$ cat config.mk
export PLATFORM = sky130hd
export DESIGN_NAME = dns_response_parser_flat
export DESIGN_NICKNAME = d
export VERILOG_FILES = /design/src/rtl/core/drp_pkg.sv /design/src/rtl/core/drp_if.sv /design/src/rtl/core/dns_response_parser.sv /design/src/rtl/core/drp_parser.sv /design/src/rtl/core/drp_result_queue.sv /design/src/flat_wrapper.sv
export SDC_FILE = /design/constraint.sdc
export NUM_CORES = 1
export LEC_CHECK = 0
export BUFFER_PORTS_ARGS = -buffer_cell sky130_fd_sc_hd__buf_2
export CORE_AREA = 2 2 166 168
export CTS_CLUSTER_DIAMETER = 100
export DETAILED_ROUTE_END_ITERATION = 16
export DIE_AREA = 0 0 168 170
export GPL_TIMING_DRIVEN = 0
export PLACE_DENSITY = 0.57
export SLEW_MARGIN = 40
export SYNTH_ARGS = -nofsm -noshare
export SYNTH_HDL_FRONTEND = slang
export SYNTH_SLANG_ARGS = --single-unit
$ cat constraint.sdc
create_clock -name clk -period 9.3 [get_ports clk]
set_input_delay 1.86 -clock clk [delete_from_list [all_inputs] [get_ports clk]]
set_output_delay 1.86 -clock clk [all_outputs]
set_load 0.01 [all_outputs]
$ cat src/rtl/core/drp_pkg.sv
// drp_pkg: shared result types, field kind codes and helper for the dns response parser
package drp_pkg;

  localparam logic [4:0] K_ID        = 5'd0;
  localparam logic [4:0] K_NAME_CHAR = 5'd6;
  localparam logic [4:0] K_NAME_END  = 5'd7;
  localparam logic [4:0] K_QTYPE     = 5'd8;
  localparam logic [4:0] K_QCLASS    = 5'd9;
  localparam logic [4:0] K_RTYPE     = 5'd10;
  localparam logic [4:0] K_RCLASS    = 5'd11;
  localparam logic [4:0] K_TTL       = 5'd12;
  localparam logic [4:0] K_RDLEN     = 5'd13;
  localparam logic [4:0] K_IPV4      = 5'd14;
  localparam logic [4:0] K_DONE      = 5'd15;
  localparam logic [4:0] K_ERROR     = 5'd16;

  localparam logic [31:0] ERR_TRUNCATED = 32'd0;
  localparam logic [31:0] ERR_BAD_LABEL = 32'd1;

  localparam logic [15:0] TYPE_A     = 16'd1;
  localparam logic [15:0] TYPE_CNAME = 16'd5;
  localparam logic [15:0] TYPE_MX    = 16'd15;

  localparam logic [7:0] CHAR_DOT  = 8'h2E;
  localparam logic [7:0] LABEL_MAX = 8'd63;

  typedef struct packed {
    logic [4:0]  kind;
    logic [1:0]  section;
    logic [31:0] value;
  } res_t;

  // results made by one byte, at most two
  typedef struct packed {
    logic [1:0] n;
    res_t       r0;
    res_t       r1;
  } emit_t;

  function automatic emit_t emit(emit_t e, logic [4:0] k, logic [1:0] sec, logic [31:0] v);
    res_t r;
    r = '{kind: k, section: sec, value: v};
    if (e.n == 2'd0) begin
      e.r0 = r;
      e.n  = 2'd1;
    end else if (e.n == 2'd1) begin
      e.r1 = r;
      e.n  = 2'd2;
    end
    return e;
  endfunction

endpackage

$ cat src/rtl/core/drp_if.sv
// drp_if: valid/ready channel interfaces for message bytes and parse results
interface drp_in_if;
  logic       valid;
  logic       ready;
  logic [7:0] data_byte;
  logic       frame_end;
  modport source (output valid, output data_byte, output frame_end, input ready);
  modport sink (input valid, input data_byte, input frame_end, output ready);
endinterface

interface drp_out_if;
  logic        valid;
  logic        ready;
  logic [4:0]  field_kind;
  logic [1:0]  section;
  logic [31:0] field_value;
  modport source (output valid, output field_kind, output section, output field_value,
                  input ready);
  modport sink (input valid, input field_kind, input section, input field_value,
                output ready);
endinterface

$ cat src/rtl/core/dns_response_parser.sv
// dns_response_parser: top level, input byte register, parser and result queue
// a byte is registered on input; its results are written to the queue and offered
// throughput: one byte per cycle while bytes give at most one result each and the
// queue has room; a byte giving two results holds the single result port for both
// reset: synchronous active-low rst_n returns the parse state to the header id
// phase and empties the input register and the result queue
module dns_response_parser (
  input  logic      clk,
  input  logic      rst_n,
  drp_in_if.sink    in_chan,
  drp_out_if.source out_chan
);
  import drp_pkg::*;

  logic       in_vld_r;
  logic [7:0] in_byte_r;
  logic       in_last_r;
  logic       adv;
  logic       q_full;
  logic       push;
  emit_t      es;

  assign adv           = in_vld_r && !q_full;
  assign in_chan.ready = !in_vld_r || adv;
  assign push          = adv && (es.n != 2'd0);

  always_ff @(posedge clk) begin
    if (!rst_n) begin
      in_vld_r <= 1'b0;
    end else if (in_chan.ready) begin
      in_vld_r <= in_chan.valid;
    end
  end

  always_ff @(posedge clk) begin
    if (in_chan.ready && in_chan.valid) begin
      in_byte_r <= in_chan.data_byte;
      in_last_r <= in_chan.frame_end;
    end
  end

  drp_parser u_parser (
    .clk       (clk),
    .rst_n     (rst_n),
    .en        (adv),
    .data_byte (in_byte_r),
    .frame_end (in_last_r),
    .res       (es)
  );

  drp_result_queue u_queue (
    .clk       (clk),
    .rst_n     (rst_n),
    .push      (push),
    .push_data (es),
    .full      (q_full),
    .out_ch    (out_chan)
  );

`ifndef NO_ASSERTIONS
  a_no_overflow: assert property (@(posedge clk) disable iff (!rst_n)
    !(push && q_full))
    else $error("result queue written while full");

  a_hold_stalled: assert property (@(posedge clk) disable iff (!rst_n)
    (in_vld_r && !adv) |=> (in_vld_r && $stable(in_byte_r) && $stable(in_last_r)))
    else $error("stalled input byte lost");

  a_err_code: assert property (@(posedge clk) disable iff (!rst_n)
    (out_chan.valid && out_chan.field_kind == K_ERROR) |->
      (out_chan.field_value == ERR_TRUNCATED || out_chan.field_value == ERR_BAD_LABEL))
    else $error("unknown error code");
`endif

endmodule

$ cat src/rtl/core/drp_parser.sv
// drp_parser: per-byte parse state and next-state logic producing up to two results
module drp_parser (
  input  logic          clk,
  input  logic          rst_n,
  input  logic          en,
  input  logic [7:0]    data_byte,
  input  logic          frame_end,
  output drp_pkg::emit_t res
);
  import drp_pkg::*;

  typedef enum logic [4:0] {
    PH_ID        = 5'd0,
    PH_FLAGS     = 5'd1,
    PH_QDCNT     = 5'd2,
    PH_ANCNT     = 5'd3,
    PH_NSCNT     = 5'd4,
    PH_ARCNT     = 5'd5,
    PH_QNAME_LEN = 5'd6,
    PH_QNAME_CHR = 5'd7,
    PH_QTYPE     = 5'd8,
    PH_QCLASS    = 5'd9,
    PH_RNAME_LEN = 5'd10,
    PH_RNAME_CHR = 5'd11,
    PH_RTYPE     = 5'd12,
    PH_RCLASS    = 5'd13,
    PH_TTL       = 5'd14,
    PH_RDLEN     = 5'd15,
    PH_IPV4      = 5'd16,
    PH_PREF      = 5'd17,
    PH_DNAME_LEN = 5'd18,
    PH_DNAME_CHR = 5'd19,
    PH_FINISHED  = 5'd20
  } phase_t;

  typedef enum logic [1:0] {
    FMT_IPV4 = 2'd0,
    FMT_NAME = 2'd1,
    FMT_MX   = 2'd2
  } fmt_t;

  typedef struct packed {
    phase_t      phase;
    logic [1:0]  bif;
    logic [31:0] acc;
    logic [5:0]  lab;
    logic        started;
    logic [15:0] qtype;
    logic [15:0] an;
    logic [15:0] ns;
    logic [15:0] ar;
    logic [1:0]  sec;
    fmt_t        fmt;
    logic        failed;
  } st_t;

  function automatic st_t st_reset();
    st_t s;
    s = '0;
    s.phase = PH_ID;
    s.fmt   = FMT_IPV4;
    return s;
  endfunction

  function automatic st_t next_rec(st_t s);
    priority if (s.an != 16'd0) begin
      s.an  = s.an - 16'd1;
      s.sec = 2'd1;
    end else if (s.ns != 16'd0) begin
      s.ns  = s.ns - 16'd1;
      s.sec = 2'd2;
    end else if (s.ar != 16'd0) begin
      s.ar  = s.ar - 16'd1;
      s.sec = 2'd3;
    end else begin
      s.phase = PH_FINISHED;
      return s;
    end
    priority if (s.qtype == TYPE_A) begin
      s.fmt = FMT_IPV4;
    end else if (s.qtype == TYPE_CNAME) begin
      s.fmt = FMT_NAME;
    end else if (s.sec == 2'd1) begin
      s.fmt = (s.qtype == TYPE_MX) ? FMT_MX : FMT_NAME;
    end else if (s.sec == 2'd2) begin
      s.fmt = FMT_NAME;
    end else begin
      s.fmt = FMT_IPV4;
    end
    s.phase   = PH_RNAME_LEN;
    s.started = 1'b0;
    return s;
  endfunction

  st_t         st_r;
  st_t         st_nxt;
  emit_t       es;
  logic [31:0] acc_sh;
  logic [1:0]  bif_inc;
  logic [15:0] w16;

  always_comb begin
    st_nxt  = st_r;
    es      = '0;
    acc_sh  = {st_r.acc[23:0], data_byte};
    bif_inc = st_r.bif + 2'd1;
    w16     = acc_sh[15:0];
    if (st_r.failed || st_r.phase == PH_FINISHED) begin
      if (frame_end) begin
        st_nxt = st_reset();
      end
    end else begin
      unique case (st_r.phase)
        PH_ID, PH_FLAGS, PH_QDCNT, PH_ANCNT, PH_NSCNT, PH_ARCNT: begin
          st_nxt.acc = acc_sh;
          st_nxt.bif = bif_inc;
          if (bif_inc == 2'd2) begin
            st_nxt.bif = 2'd0;
            st_nxt.acc = '0;
            // header kinds follow the header phase order
            es = emit(es, K_ID + 5'(st_r.phase), st_r.sec, {16'd0, w16});
            if (st_r.phase == PH_ANCNT) st_nxt.an = w16;
            if (st_r.phase == PH_NSCNT) st_nxt.ns = w16;
            if (st_r.phase == PH_ARCNT) st_nxt.ar = w16;
            st_nxt.phase = phase_t'(st_r.phase + 5'd1);
          end
        end
        PH_QNAME_LEN, PH_RNAME_LEN, PH_DNAME_LEN: begin
          if (data_byte == 8'd0) begin
            es = emit(es, K_NAME_END, st_r.sec, 32'd0);
            if (st_r.phase == PH_QNAME_LEN) begin
              st_nxt.phase = PH_QTYPE;
            end else if (st_r.phase == PH_RNAME_LEN) begin
              st_nxt.phase = PH_RTYPE;
            end else begin
              st_nxt = next_rec(st_nxt);
              if (st_nxt.phase == PH_FINISHED) es = emit(es, K_DONE, st_nxt.sec, 32'd0);
            end
          end else if (data_byte > LABEL_MAX) begin
            st_nxt.failed = 1'b1;
            es = emit(es, K_ERROR, st_r.sec, ERR_BAD_LABEL);
          end else begin
            if (st_r.started) es = emit(es, K_NAME_CHAR, st_r.sec, {24'd0, CHAR_DOT});
            st_nxt.started = 1'b1;
            st_nxt.lab     = data_byte[5:0];
            st_nxt.phase   = phase_t'(st_r.phase + 5'd1);
          end
        end
        PH_QNAME_CHR, PH_RNAME_CHR, PH_DNAME_CHR: begin
          es = emit(es, K_NAME_CHAR, st_r.sec, {24'd0, data_byte});
          st_nxt.lab = st_r.lab - 6'd1;
          if (st_nxt.lab == 6'd0) st_nxt.phase = phase_t'(st_r.phase - 5'd1);
        end
        PH_QTYPE, PH_QCLASS, PH_RTYPE, PH_RCLASS, PH_RDLEN: begin
          st_nxt.acc = acc_sh;
          st_nxt.bif = bif_inc;
          if (bif_inc == 2'd2) begin
            st_nxt.bif = 2'd0;
            st_nxt.acc = '0;
            unique case (st_r.phase)
              PH_QTYPE: begin
                st_nxt.qtype = w16;
                es = emit(es, K_QTYPE, st_r.sec, {16'd0, w16});
                st_nxt.phase = PH_QCLASS;
              end
              PH_QCLASS: begin
                es = emit(es, K_QCLASS, st_r.sec, {16'd0, w16});
                st_nxt = next_rec(st_nxt);
                if (st_nxt.phase == PH_FINISHED) es = emit(es, K_DONE, st_nxt.sec, 32'd0);
              end
              PH_RTYPE: begin
                es = emit(es, K_RTYPE, st_r.sec, {16'd0, w16});
                st_nxt.phase = PH_RCLASS;
              end
              PH_RCLASS: begin
                es = emit(es, K_RCLASS, st_r.sec, {16'd0, w16});
                st_nxt.phase = PH_TTL;
              end
              default: begin
                es = emit(es, K_RDLEN, st_r.sec, {16'd0, w16});
                st_nxt.started = 1'b0;
                unique case (st_r.fmt)
                  FMT_IPV4: st_nxt.phase = PH_IPV4;
                  FMT_MX:   st_nxt.phase = PH_PREF;
                  default:  st_nxt.phase = PH_DNAME_LEN;
                endcase
              end
            endcase
          end
        end
        PH_TTL, PH_IPV4: begin
          st_nxt.acc = acc_sh;
          st_nxt.bif = bif_inc;
          if (bif_inc == 2'd0) begin
            st_nxt.acc = '0;
            if (st_r.phase == PH_TTL) begin
              es = emit(es, K_TTL, st_r.sec, acc_sh);
              st_nxt.phase = PH_RDLEN;
            end else begin
              es = emit(es, K_IPV4, st_r.sec, acc_sh);
              st_nxt = next_rec(st_nxt);
              if (st_nxt.phase == PH_FINISHED) es = emit(es, K_DONE, st_nxt.sec, 32'd0);
            end
          end
        end
        PH_PREF: begin
          st_nxt.acc = acc_sh;
          st_nxt.bif = bif_inc;
          if (bif_inc == 2'd2) begin
            st_nxt.bif   = 2'd0;
            st_nxt.acc   = '0;
            st_nxt.phase = PH_DNAME_LEN;
          end
        end
        default: begin
          st_nxt.failed = 1'b1;
          es = emit(es, K_ERROR, st_r.sec, ERR_BAD_LABEL);
        end
      endcase
      if (frame_end) begin
        if (!st_nxt.failed && st_nxt.phase != PH_FINISHED) begin
          es = emit(es, K_ERROR, st_nxt.sec, ERR_TRUNCATED);
        end
        st_nxt = st_reset();
      end
    end
  end

  assign res = es;

  always_ff @(posedge clk) begin
    if (!rst_n) begin
      st_r <= st_reset();
    end else if (en) begin
      st_r <= st_nxt;
    end
  end

endmodule

$ cat src/rtl/core/drp_result_queue.sv
// drp_result_queue: two-entry queue of per-byte result groups, one item per ready cycle
module drp_result_queue (
  input  logic             clk,
  input  logic             rst_n,
  input  logic             push,
  input  drp_pkg::emit_t   push_data,
  output logic             full,
  drp_out_if.source        out_ch
);
  import drp_pkg::*;

  emit_t      ent_r [2];
  logic       wr_r;
  logic       rd_r;
  logic [1:0] cnt_r;
  logic       sub_r;
  emit_t      head;
  res_t       cur;
  logic       pop;
  logic       last_slot;
  logic       pop_ent;

  assign head      = ent_r[rd_r];
  assign cur       = sub_r ? head.r1 : head.r0;
  assign full      = (cnt_r == 2'd2);
  assign pop       = out_ch.valid && out_ch.ready;
  assign last_slot = sub_r || (head.n != 2'd2);
  assign pop_ent   = pop && last_slot;

  assign out_ch.valid       = (cnt_r != 2'd0);
  assign out_ch.field_kind  = cur.kind;
  assign out_ch.section     = cur.section;
  assign out_ch.field_value = cur.value;

  always_ff @(posedge clk) begin
    if (push) begin
      ent_r[wr_r] <= push_data;
    end
  end

  always_ff @(posedge clk) begin
    if (!rst_n) begin
      wr_r  <= 1'b0;
      rd_r  <= 1'b0;
      cnt_r <= 2'd0;
      sub_r <= 1'b0;
    end else begin
      if (push) wr_r <= ~wr_r;
      if (pop) begin
        if (last_slot) begin
          sub_r <= 1'b0;
          rd_r  <= ~rd_r;
        end else begin
          sub_r <= 1'b1;
        end
      end
      unique case ({push, pop_ent})
        2'b10:   cnt_r <= cnt_r + 2'd1;
        2'b01:   cnt_r <= cnt_r - 2'd1;
        default: cnt_r <= cnt_r;
      endcase
    end
  end

endmodule

$ cat src/flat_wrapper.sv
// flat-port wrapper written by rule: the top's interface ports become plain ports
module dns_response_parser_flat import drp_pkg::*;
  (clk, rst_n, in_chan_valid, in_chan_data_byte, in_chan_frame_end, in_chan_ready, out_chan_valid, out_chan_field_kind, out_chan_section, out_chan_field_value, out_chan_ready);
  drp_in_if in_chan_i ();
  drp_out_if out_chan_i ();
  input  logic clk;
  input  logic rst_n;
  input wire logic [$bits(in_chan_i.valid)-1:0] in_chan_valid;
  input wire logic [$bits(in_chan_i.data_byte)-1:0] in_chan_data_byte;
  input wire logic [$bits(in_chan_i.frame_end)-1:0] in_chan_frame_end;
  output wire logic [$bits(in_chan_i.ready)-1:0] in_chan_ready;
  output wire logic [$bits(out_chan_i.valid)-1:0] out_chan_valid;
  output wire logic [$bits(out_chan_i.field_kind)-1:0] out_chan_field_kind;
  output wire logic [$bits(out_chan_i.section)-1:0] out_chan_section;
  output wire logic [$bits(out_chan_i.field_value)-1:0] out_chan_field_value;
  input wire logic [$bits(out_chan_i.ready)-1:0] out_chan_ready;
  assign in_chan_i.valid = in_chan_valid;
  assign in_chan_i.data_byte = in_chan_data_byte;
  assign in_chan_i.frame_end = in_chan_frame_end;
  assign in_chan_ready = in_chan_i.ready;
  assign out_chan_valid = out_chan_i.valid;
  assign out_chan_field_kind = out_chan_i.field_kind;
  assign out_chan_section = out_chan_i.section;
  assign out_chan_field_value = out_chan_i.field_value;
  assign out_chan_i.ready = out_chan_ready;
  dns_response_parser u_core (.clk(clk), .rst_n(rst_n), .in_chan(in_chan_i), .out_chan(out_chan_i));
endmodule
# Word-level counts from Yosys, hierarchy flattened

Memories as Yosys holds them, arrays and structs flattened. A register that Yosys moved wholly into a read port is not among the register bits.
Index checks and enable logic that the tools add are counted.

Register bits after elaboration: 122
RAM bits: 160
Output and inout port bits: 41
Memories kept: 1

Memories:

| name                 | depth | bits a word | read ports | clocked after Yosys merged registers in | wr ports | RTL line               | RTL |
|---|---|---|---|---|---|---|---|
| u_core.u_queue.ent_r | 2     | 80          | 1          | 1                                       | 1        | drp_result_queue.sv:12 | `emit_t ent_r [2];` |

Add/sub/neg operators: 9
Order comparisons: 1
Eq/ne operators: 75
Multiplexer cells: 171
Bitwise gates (word level): 2
Reduce and logical (&&, ||, !) cells: 48

Operators with widths:

| operator                | number |
|---|---|
| $mux W115               | 30 |
| $mux W80                | 13 |
| $pmux W80 S6            | 1 |
| $mux W41                | 11 |
| $mux W39                | 9 |
| $mux W110               | 3 |
| $pmux W80 S4            | 1 |
| $mux W79                | 3 |
| $mux W38                | 6 |
| $pmux W48 S4            | 1 |
| $pmux W34 S5            | 1 |
| $mux W16                | 6 |
| $mux W68                | 1 |
| $mux W2                 | 33 |
| $mux W53                | 1 |
| $pmux W17 S3            | 1 |
| $mux W48                | 1 |
| $reduce_bool A16 Y1     | 3 |
| $sub A16 B1 Y16 const B | 3 |
| $ne A3 B2 Y1 const B    | 15 |
| $reduce_and A15 Y1      | 3 |
| $eq A5 B4 Y1 const B    | 8 |
| $eq A5 B5 Y1 const B    | 8 |
| $mux W40                | 1 |
| 56 further kinds        | 143 |

# Longest topological paths before layout

Word-level depth: 38
Gate-level depth with buffers: 20

# Modules after synthesis

Synthesis repeated with hierarchy kept, for this count alone.

Cells, all modules: 1436
Area, all modules: 14543.9 um^2

Modules (own cells, without submodules):

| module              | times used | cells each | area an instance (um^2) | sequential area each (um^2) |
|---|---|---|---|---|
| drp_parser          | 1          | 1180       | 8155.3                  | 2142.1 |
| drp_result_queue    | 1          | 240        | 6053.3                  | 4924.7 |
| dns_response_parser | 1          | 16         | 335.3                   | 290.3 |

# Worst setup path after synthesis

Ideal clock, no wire load.

Kind: flip-flop to flip-flop
From: register u_core.u_parser.st_r[111] in the netlist's numbering
To: memory u_core.u_queue.ent_r[0][32] in the netlist's numbering, enable pin
Library setup time: 0.448 ns
Arrival: 4.979 ns
Required time: 8.852 ns
Slack: 3.873 ns
Cell stages (with the launch flop): 18
Path buffers: 3
Period minus slack after synthesis: 5.427 ns
Cells stage by stage: dfxtp_1 > clkbuf_1 > inv_1 > ha_1 > clkbuf_1 > or2_1 > buf_2 > a221oi_2 > nand3_1 > o211ai_1 > or2_2 > inv_1 > ha_1 > inv_1 > o2111ai_1 > a31oi_1 > nor3_1 > nor2_1

Cells in the longest elaborated chain, start to end: 16
Elaborated cells between the ends (all ways): 73
Classes of those cells: add/sub (2); eq/ne (22); mux (36); reduce/logical (13)

Ends and longest elaborated chain:

| element                                                                | RTL line                  | RTL |
|---|---|---|
| start: declaration                                                     | drp_parser.sv:95          | `st_t st_r;` |
| start signal: assignment                                               | drp_parser.sv:233         | `st_r <= st_reset();` |
| start signal: assignment                                               | drp_parser.sv:235         | `st_r <= st_nxt;` |
| parallel branches: the longest is 11 deep, another holds $add A5 B1 Y5 | -                         |  |
| $mux W80 *                                                             | drp_parser.sv:108         | `if (st_r.failed \|\| st_r.phase == PH_FINISHED) begin` |
| $reduce_bool A2 Y1 *                                                   | dns_response_parser.sv:25 | `assign push = adv && (es.n != 2'd0);` |
| $logic_and A1 B1 Y1 *                                                  | dns_response_parser.sv:25 |  |
| $mux W1 *                                                              | drp_result_queue.sv:36    | `if (push) begin` |
| $mux W1 (not written as such) *                                        | drp_result_queue.sv:37    | `ent_r[wr_r] <= push_data;` |
| end: declaration                                                       | drp_result_queue.sv:12    |  |

Mark *: on every way between the ends. The select of a mux whose other input is x is not followed.

# Final worst setup path

From: register u_core.u_parser.st_r[111] in the netlist's numbering
To: memory u_core.u_queue.ent_r[0][52] in the netlist's numbering, enable pin

The elaborated chain is that of the path after synthesis.

==> flow_metrics.tcl <==
set metrics [dict create \
    status "finished clean" \
    netlist-cell-type-count 87 \
    post_cts_resized 0 \
    cts_sinks 213 \
    avgSynthCellArea_sq_um 8.78 \
    min_path_cells 2 \
    synth_flop_cell "dfxtp_1" \
    hpwl_mm 28.1 \
    finalNetCount 1472 \
    seq_area_frac_synth 0.442 \
    num_vias 10700 \
    die-area_sq_um 28600 \
    die_w_microns 168 \
    start_util 0.446 \
    p_leak_nw 4.77 \
    cts_buffers 25 \
    core_area_sq_um 26700 \
    clock_latency_ns 0.55 \
    multi_input_area_sq_um 6160 \
    path_class "reg -> reg" \
    avgRoutedWirePerCell_microns 21.5 \
    crit_path_end_kind "flip-flop" \
    antenna_cells 0 \
    rsz0062_at_grt "false" \
    crit_chain "clkbuf_1 > inv_1 > ha_1 > clkbuf_1 > or2_1 > buf_2 > a221oi_2 > nand3_1 > o211ai_1 > or2_2 > inv_1 > ha_1 > inv_1 > o2111ai_1 > a31oi_1 > nor3_1 > nor2_4 > buf_8 > buf_8" \
    drc 0 \
    fillers 2573 \
    crit_path_max_fanout 19 \
    switchingPower_w 0.000695 \
    detail-route-antenna-nets 0 \
    grt-ovfl-total 0 \
    finClkSkew_ns 0.0196 \
    path_depth 19 \
    fin_crit_sh 0.564 \
    drt_first_pass_iters 6 \
    cp.arrival_ns 5.49 \
    cts_hold_buffers 0 \
    syn-instance-count 1353 \
    fmax_mhz 191 \
    track_usage 0.268 \
    tightest_slew_ns 0.892 \
    max_slew_margin 0.403 \
    place_congestion 0.997 \
    ys_async_sr_fraction 0 \
    syn_to_final_growth_pct 13.6 \
    yosysWarnings 0 \
    hold_path.class "reg -> reg" \
    cts_tree "yes" \
    setup_viol 0 \
    timing.final.hold_violations 0 \
    regToRegSetupSlack_ns 4.05 \
    ios 54 \
    ys_ff_latch 213 \
    syn-num-nets 1388 \
    slowest_delay_ns 0.55 \
    path_buf_inv 8 \
    post_cts_buffers 0 \
    internal-power_w 0.00171 \
    crit_required_ns 9.54 \
    power-per-cell-area_nw_per_um2 178 \
    setup_ws_ns 4.05 \
    initialDrtViolationCount 1097 \
    post-place-ws_ns 4.12 \
    utilization 0.506 \
    regArea_sq_um 5260 \
    maxSlewViolCount 0 \
    grt_max_degree 20 \
    syn_area_sq_um 11900 \
    cp_slowest_cell "a221oi_2" \
    start_kind "flip-flop" \
    cp_top_family "buffers and inverters" \
    crit_top_cell "inv_1" \
    grt_pass1_vias 10100 \
    peakVddDrop_mv 0.145 \
    final_cell_mix "nand2_1 (164), nor2_1 (161), dfxtp_1 (114)" \
    fin_crit_ns 5.25 \
    die_y_microns 170 \
    path_clk_slew_ns 0.06 \
    root_buffer "clkbuf_16" \
    synth_edf_count 99 \
    rr_worst_depth 19 \
    tns_ns 0 \
    p_clk_frac 0.412 \
    drive_gt1_frac 0.128 \
    io_buffers 53 \
    drt-vias-per-instance 5.95 \
    grt_pass1_wl_mm 59.4 \
    switching_share 0.289 \
    final_common_cell "nand2_1" \
    rows 60 \
    htreeDepth 1 \
    p_seq_frac 0.427 \
    max_cap_violations 0 \
    clockBufferDepth 3 \
    antenna_found_initial 0 \
    combPwrFrac 0.161 \
    routed_wl_mm 38.7 \
]
cells by family (layout without fill, tap and decap cells):
family / Yosys count / count (layout) / synth area share
mux: 49 / 49 / 0.0445
compound gates: 328 / 328 / 0.173
buf+inv: 114 / 217 / 0.0406
flops: 213 / 213 / 0.442
simple gates: 594 / 594 / 0.252
xor+xnor: 33 / 33 / 0.0243
fa+ha+maj: 22 / 22 / 0.0232
layout make-up:
| cell class | instances | area share |
|---|---|---|
| buffer | 86 | 0.0280 |
| inverter | 28 | 0.00779 |
| clock inverter | 15 | 0.0117 |
| multi-input combinational | 1026 | 0.457 |
| sequential | 213 | 0.390 |
| clock buffer | 31 | 0.0495 |
| tap | 341 | 0.0316 |
| timing repair buffer | 57 | 0.0250 |
worst paths after layout:
path | start | to
setup / recovery | u_core.u_parser.st_r[111] | u_core.u_queue.ent_r[0][52]
hold / removal | u_core.u_parser.st_r[52] | u_core.u_parser.st_r[52]
setup reg to reg | u_core.u_parser.st_r[111] | u_core.u_queue.ent_r[0][52]
hold reg to reg | u_core.u_parser.st_r[52] | u_core.u_parser.st_r[52]
worst reg2reg max path: cells and delay by family (launching register included):
| family | cells | cell delay (ns) |
|---|---|---|
| adder cells (fa/ha/maj) | 2 | 0.42 |
| AND/OR/NAND/NOR | 5 | 1.19 |
| buffers and inverters | 8 | 1.71 |
| flip-flops | 1 | 0.41 |
| AO/OA/AOI/OAI | 4 | 1.22 |
sequential cells by signal, summed over array words and instances (netlist names), named ones only:
signal and flops:
u_core.in_byte_r 8, u_core.u_queue.ent_r 90, u_core.in_vld_r 1, u_core.in_last_r 1, u_core.u_parser.acc_sh 24, u_core.u_queue.wr_r 1, u_core.u_queue.rd_r 1, u_core.u_parser.st_r 83
u_core.u_queue.sub_r 1, u_core.u_queue.cnt_r 2
Yosys cell counts (28+ instances only):
| cell | instances | area share |
|---|---|---|
| mux2i_1 | 46 | 0.039 |
| nor3_1 | 36 | 0.015 |
| edfxtp_1 | 99 | 0.25 |
| o21ai_0 | 89 | 0.038 |
| a22oi_1 | 37 | 0.023 |
| nor2_1 | 162 | 0.051 |
| nand3_1 | 50 | 0.021 |
| nor2_2 | 31 | 0.016 |
| dfxtp_1 | 114 | 0.19 |
| a21oi_1 | 103 | 0.043 |
| nand2_1 | 164 | 0.052 |
| clkbuf_1 | 58 | 0.018 |
| inv_1 | 28 | 0.0088 |
power by group through the flow:
stage | combinational [W] | clock [W] | sequential [W]
2_1_floorplan | 0.000264 | 0 | 0.00104
3_3_place_gp | 0.000379 | 0 | 0.00105
3_5_place_dp | 0.000382 | 0 | 0.00105
4_1_cts | 0.000385 | 0.00101 | 0.00103
5_1_grt | 0.000420 | 0.00105 | 0.00103
6_report | 0.000387 | 0.000993 | 0.00103
metrics by stage:
step | hold slack [ns] | instance area (sq um) | instances | power (W)
CTS | 0.480 | 13500 | 1797 | 0.00242
global route | 0.504 | 13500 | 1797 | 0.00249
detailed placement | 0.472 | 12700 | 1751 | 0.00143
finish | 0.479 | 13500 | 1797 | 0.00241
floorplan | 0.450 | 11900 | 1353 | 0.00130
global placement | 0.470 | 12600 | 1747 | 0.00143
metal layers:
layer | track usage | wire (microns)
met3 | 0.0370 | 3180
met1 | 0.362 | 16700
met4 | 0.0904 | 1330
met2 | 0.443 | 17400
met5 | 0 | 0
Note: power is estimated with default switching activity, not from simulation.
